### src/hdl/rbpw_pkg.sv
package rbpw_pkg;
  localparam int MaxWidth = 1024;
  localparam int MaxHeight = 1024;
  localparam int XW = $clog2(MaxWidth);
  localparam int YW = $clog2(MaxHeight);
  localparam int AW = XW + YW;
  localparam int CW = 11;
  localparam logic [1:0] REG_WIDTH = 2'd0;
  localparam logic [1:0] REG_HEIGHT = 2'd1;
  localparam logic [1:0] REG_RADIUS = 2'd2;
  localparam logic [CW-1:0] WIDTH_RESET = 11'd640;
  localparam logic [CW-1:0] HEIGHT_RESET = 11'd480;
  localparam logic [CW-1:0] RADIUS_RESET = 11'd400;
  // radicand h*h*d: h < 1024 -> 20 bits, d < 2^22 -> 42 bits
  localparam int RW = 42;
  localparam int QW = RW / 2;

  typedef enum logic [3:0] {
    S_IDLE, S_CHECK, S_OWN_RD, S_OWN_WAIT, S_SQRT_X, S_DIV_X,
    S_SQRT_Y, S_DIV_Y, S_SRC_RD, S_SRC_WAIT, S_OUT
  } state_t;

  typedef struct packed {
    logic load;
    logic write;
    logic own_rd;
    logic own_cap;
    logic sq_start;
    logic sel_y;
    logic dv_start;
    logic dv_cap;
    logic src_rd;
    logic src_cap;
    logic out_load;
  } cmd_t;

  typedef struct packed {
    logic bad;
    logic rd;
    logic lens;
    logic busy;
  } stat_t;
endpackage

### src/hdl/rbpw_ctrl.sv
module rbpw_ctrl import rbpw_pkg::*; (
  input  logic  clk,
  input  logic  rst,
  input  logic  in_valid,
  output logic  in_ready,
  output logic  out_valid,
  input  logic  out_ready,
  input  stat_t st,
  output cmd_t  cm
);
  state_t state, state_next;

  always_ff @(posedge clk) begin
    if (rst) state <= S_IDLE;
    else state <= state_next;
  end

  always_comb begin
    state_next = state;
    case (state)
      S_IDLE: if (in_valid) state_next = S_CHECK;
      S_CHECK: begin
        if (st.bad) state_next = S_OUT;
        else if (st.rd) state_next = S_OWN_RD;
        else state_next = S_IDLE;
      end
      S_OWN_RD: state_next = S_OWN_WAIT;
      S_OWN_WAIT: state_next = st.lens ? S_SQRT_X : S_OUT;
      S_SQRT_X: if (!st.busy) state_next = S_DIV_X;
      S_DIV_X: if (!st.busy) state_next = S_SQRT_Y;
      S_SQRT_Y: if (!st.busy) state_next = S_DIV_Y;
      S_DIV_Y: if (!st.busy) state_next = S_SRC_RD;
      S_SRC_RD: state_next = S_SRC_WAIT;
      S_SRC_WAIT: state_next = S_OUT;
      S_OUT: if (!out_valid || out_ready) state_next = S_IDLE;
      default: state_next = S_IDLE;
    endcase
  end

  // start pulses fire on the first cycle of each unit state
  logic entered;
  state_t prev;
  always_ff @(posedge clk) begin
    if (rst) prev <= S_IDLE;
    else prev <= state;
  end
  assign entered = (prev != state);

  always_comb begin
    cm = '0;
    in_ready = (state == S_IDLE);
    cm.load = in_valid && (state == S_IDLE);
    case (state)
      S_CHECK: cm.write = !st.bad && !st.rd;
      S_OWN_RD: cm.own_rd = 1'b1;
      S_OWN_WAIT: cm.own_cap = 1'b1;
      S_SQRT_X: cm.sq_start = entered;
      S_DIV_X: begin cm.dv_start = entered; cm.dv_cap = !entered && !st.busy; end
      S_SQRT_Y: begin cm.sq_start = entered; cm.sel_y = 1'b1; end
      S_DIV_Y: begin
        cm.dv_start = entered; cm.sel_y = 1'b1;
        cm.dv_cap = !entered && !st.busy;
      end
      S_SRC_RD: cm.src_rd = 1'b1;
      S_SRC_WAIT: cm.src_cap = 1'b1;
      S_OUT: cm.out_load = !out_valid || out_ready;
      default: ;
    endcase
  end

  always_ff @(posedge clk) begin
    if (rst) out_valid <= 1'b0;
    else if (cm.out_load) out_valid <= 1'b1;
    else if (out_ready) out_valid <= 1'b0;
  end

  a_load_idle: assert property (@(posedge clk) disable iff (rst)
    cm.load |-> state == S_IDLE) else $error("load outside idle");
  a_write_ok: assert property (@(posedge clk) disable iff (rst)
    cm.write |-> !st.bad) else $error("write on bad coord");
  a_out_hold: assert property (@(posedge clk) disable iff (rst)
    out_valid && !out_ready |=> out_valid) else $error("result dropped");
endmodule

### config.mk
export PLATFORM = sky130hd
export DESIGN_NAME = rbpw_ctrl
export DESIGN_NICKNAME = d
export VERILOG_FILES = /design/src/hdl/rbpw_pkg.sv /design/src/hdl/rbpw_ctrl.sv
export SDC_FILE = /design/constraint.sdc
export NUM_CORES = 1
export LEC_CHECK = 0
export ABC_AREA = 1
export BUFFER_PORTS_ARGS = -buffer_cell sky130_fd_sc_hd__buf_2
export CAP_MARGIN = 20
export CORE_MARGIN = 2
export CORE_UTILIZATION = 30
export CTS_BUF_LIST = sky130_fd_sc_hd__clkbuf_8
export DETAILED_ROUTE_END_ITERATION = 6
export PLACE_DENSITY = 0.65
export SLEW_MARGIN = 20
export SYNTH_ARGS = -nofsm -noshare
export SYNTH_HDL_FRONTEND = slang
export SYNTH_SLANG_ARGS = --single-unit
### constraint.sdc
create_clock -name clk -period 1 [get_ports clk]
set_input_delay 0.1 -clock clk [delete_from_list [all_inputs] [get_ports clk]]
set_output_delay 0.1 -clock clk [all_outputs]
set_load 0.01 [all_outputs]
==> results.rst <==
.. list-table::
   :header-rows: 1

   * - Metric
     - Value
   * - Result of the run
     - finished with violations
   * - Violations in the final reports
     - negative setup slack
   * - RSZ-0062 raised after global routing
     - true
   * - Layout Area Growth over Synthesis
     - 100.8%
   * - Critical-path top delay cell
     - sky130_fd_sc_hd__dfxtp_4
   * - Most common cell type on the critical path
     - sky130_fd_sc_hd__nand2_1
   * - Clock transition at the register clock pins on the worst setup and hold paths after CTS
     - 50 ps
   * - Std-Cell Rows
     - 16
   * - Antenna violations before repair
     - 0
   * - Total Power
     - 3.648 mW
   * - Placed wire-length estimate
     - 1373 um
   * - Slowest stage delay, CP
     - 370 ps
   * - Total of max-cap violations
     - 0
   * - Global-route track usage on met2
     - 0.3222
   * - Depth of the worst register-to-register path
     - 8
   * - Leading cell types in the layout, fill and taps excluded
     - sky130_fd_sc_hd__buf_2, sky130_fd_sc_hd__buf_4, sky130_fd_sc_hd__nand2_1
   * - Slew Limit Headroom
     - 0.8262
   * - # IOs
     - 21
   * - Count of hold-fix buffers inserted at cts
     - 0
   * - Cell area reported after detailed placement
     - 878.3 um2
   * - CTS Sinks
     - 9
   * - Maximum fanout encountered on the critical timing path
     - 5
   * - Share of post-route cells with drive strength above 1
     - 0.6400
   * - Clock latency on the worst-skew pair
     - between 200 and 250 ps
   * - Total global routing overflow
     - 0
   * - Synthesized area
     - 626.9 um2
   * - Die Outline Area
     - 0.002471 mm2
   * - Syn_area_per_cell
     - 6.146 um2
   * - Antenna Diode Count
     - 0
   * - IR Drop Worst-Case VDD
     - 1.362 mV
   * - Crit path depth
     - 8
   * - Fin crit period
     - between 1000 and 1500 ps
   * - Detailed-route DRC error count
     - 0
   * - Via count
     - 820
   * - Arrival time of data at the critical path endpoint
     - 1550 ps
   * - Type of the worst setup path
     - reg -> reg
   * - Worst hold path stage count
     - 2
   * - Peak Freq
     - between 700 and 800 MHz
   * - TritonCTS clock tree
     - done
   * - Global routing's busiest layer
     - met2
   * - Family of cells with the greatest summed delay on the critical path
     - simple AND/OR/NAND/NOR gates
   * - Initial DRT Pass Iterations
     - 4
   * - Pin slew with the least headroom to its limit
     - 260.4 ps
   * - Type of origin of the critical path
     - flip-flop
   * - CP Cell Sequence
     - buf_4 > nor2_2 > nand2_1 > nor2_2 > nor2_1 > nand2_1 > nand3_2 > nand2_1
   * - Most frequent standard cell in the layout excluding fill and tap cells
     - sky130_fd_sc_hd__buf_2
   * - Number of buffer cells added on primary ports
     - 20
   * - Leakage
     - approximately 0.65 nW
   * - Number of global-route vias before repair
     - 792
   * - Post-synthesis register bit count
     - 9
   * - Clock tree root buffer cell
     - sky130_fd_sc_hd__clkbuf_8
   * - Per-cell via count in the routed design
     - 4.633
   * - Maximum number of pins on one net before global-route repair
     - 8
   * - Number of failing setup endpoints in the final timing report
     - 17
   * - Seq/Total Area, Yosys
     - 0.2874
   * - Ratio of final minimum period to clock period
     - 1.392
   * - Total number of yosys warnings
     - 0
   * - Fin. max-slew vios
     - 0
   * - First DRT Iteration DRCs
     - 14
   * - Met3 capacity usage during global routing
     - 0.03636
   * - Crit path buf inv count
     - 1
   * - Class of the tightest hold or removal check
     - in -> reg
   * - Number of H-tree levels
     - 1
   * - Worst setup EP type
     - flip-flop
   * - PnR worst setup slack
     - -392.1 ps
   * - Setup TNS
     - -4988 ps
   * - Number of nets in the final layout
     - 159
   * - Post-route design area
     - 0.001259 mm2
   * - Minimum setup slack after placement
     - -227.4 ps
   * - Fillers
     - 164
   * - DIE HEIGHT
     - 49.71 um
   * - Core ar.
     - roughly 0.0020 mm2
   * - Number of library cell types mapped by synthesis
     - 19
   * - Die outline width
     - 49.71 um
   * - Global-route wire length before repair
     - around 3300 um
   * - Post-route ant nets
     - 0
   * - Final routed wirelength across all metal layers
     - between 2000 and 2500 um
   * - Overall Global Routing Usage
     - 0.1831
   * - Initial core utilization
     - 0.3195
   * - Max Clock Skew
     - 6.802 ps
   * - Hold violation total from the final report
     - 0
   * - Number of buffers on the longest clock path
     - 2
   * - Met1 track demand over resource in global routing
     - 0.2075
   * - Cells after Synth
     - 102
   * - Power per cell area
     - 2898 mW/mm2
   * - Routed wirelength normalized by instance count
     - between 10 and 15 um
   * - Number of clock buffers inserted by TritonCTS
     - 3
   * - Weighted congestion at the end of routability-driven global placement
     - 0.8384
   * - Data required time of the worst path
     - 1160 ps
   * - Net Count, Synth
     - 110
[logic make-up after synthesis]
kind of cell | after synthesis | synth area share
buffers and inverters | 20 | 0.1397
AO/OA/AOI/OAI | 6 | 0.04789
XOR/XNOR | 4 | 0.05588
flip-flops | 9 | 0.2874
AND/OR/NAND/NOR | 63 | 0.4691
[final cells by class]
type                       count  area [um2]  share of cell area
tap                           27       33.78             0.02684
sequential                     9       195.2              0.1551
clock inverter                 1       3.754            0.002982
timing repair buffer          47       374.1              0.2972
inverter                      17       88.84             0.07058
multi-input combinational     73       521.8              0.4145
clock buffer                   3       41.29             0.03280
[path summary, 6_finish.rpt]
path / startpoint / to / slack [ps]
min reg2reg: out_valid$_SDFFE_PP0P_ / out_valid$_SDFFE_PP0P_ / 640
max reg2reg: state[3]$_SDFFE_PP0P_ / state[1]$_SDFFE_PP0P_ / -390
min: rst / out_valid$_SDFFE_PP0P_ / 110
max: state[3]$_SDFFE_PP0P_ / state[1]$_SDFFE_PP0P_ / -390
[routing by layer]
layer / vias up / part of all wire
met1: 376 / 0.38
met2: 29 / 0.55
met3: 8 / 0.043
li1: 407 / -
met4: 0 / 0.033
met5: - / 0
[power by group]
| part | switching (mW) | internal, mW |
|---|---|---|
| clock network | 0.152 | 0.268 |
| registers | 0.168 | 0.495 |
| logic | 1.37 | 1.20 |
| total | 1.69 | 1.96 |
[repair_timing]
action,4_1_cts,5_1_grt
setup buffers,7,6
setup endpoints to repair,17,17
resized for setup,34,24
pin swaps,15,8
[state kept, by name, summed over array words and instances, names as in the netlist]
signal and cells:
out_valid 1, prev 4, state 4
[through the flow]
stage | std cells | hold slack [ps] | util
floorplan | 102 | 161.7 | -
global placement | 160 | 356.8 | 0.4477
detailed placement | 160 | 361.6 | 0.4477
CTS | 171 | 117.2 | 0.5536
global route | 177 | 124.5 | 0.6416
finish | 177 | 114.9 | 0.6416
[Yosys cell counts (all sizes together)]
| master | n | area [um2] |
|---|---|---|
| nor4 | 1 | 6.260 |
| buf | 3 | 23.77 |
| xor2 | 4 | 35.03 |
| o21ai | 3 | 15.01 |
| nor2 | 26 | 122.6 |
| nand2 | 23 | 93.84 |
| a21oi | 3 | 15.01 |
| nand3 | 7 | 40.04 |
| nor3 | 5 | 25.02 |
| dfxtp | 9 | 180.2 |
| nand4 | 1 | 6.260 |
| inv | 17 | 63.81 |
Power figures use the tool's default switching activity.
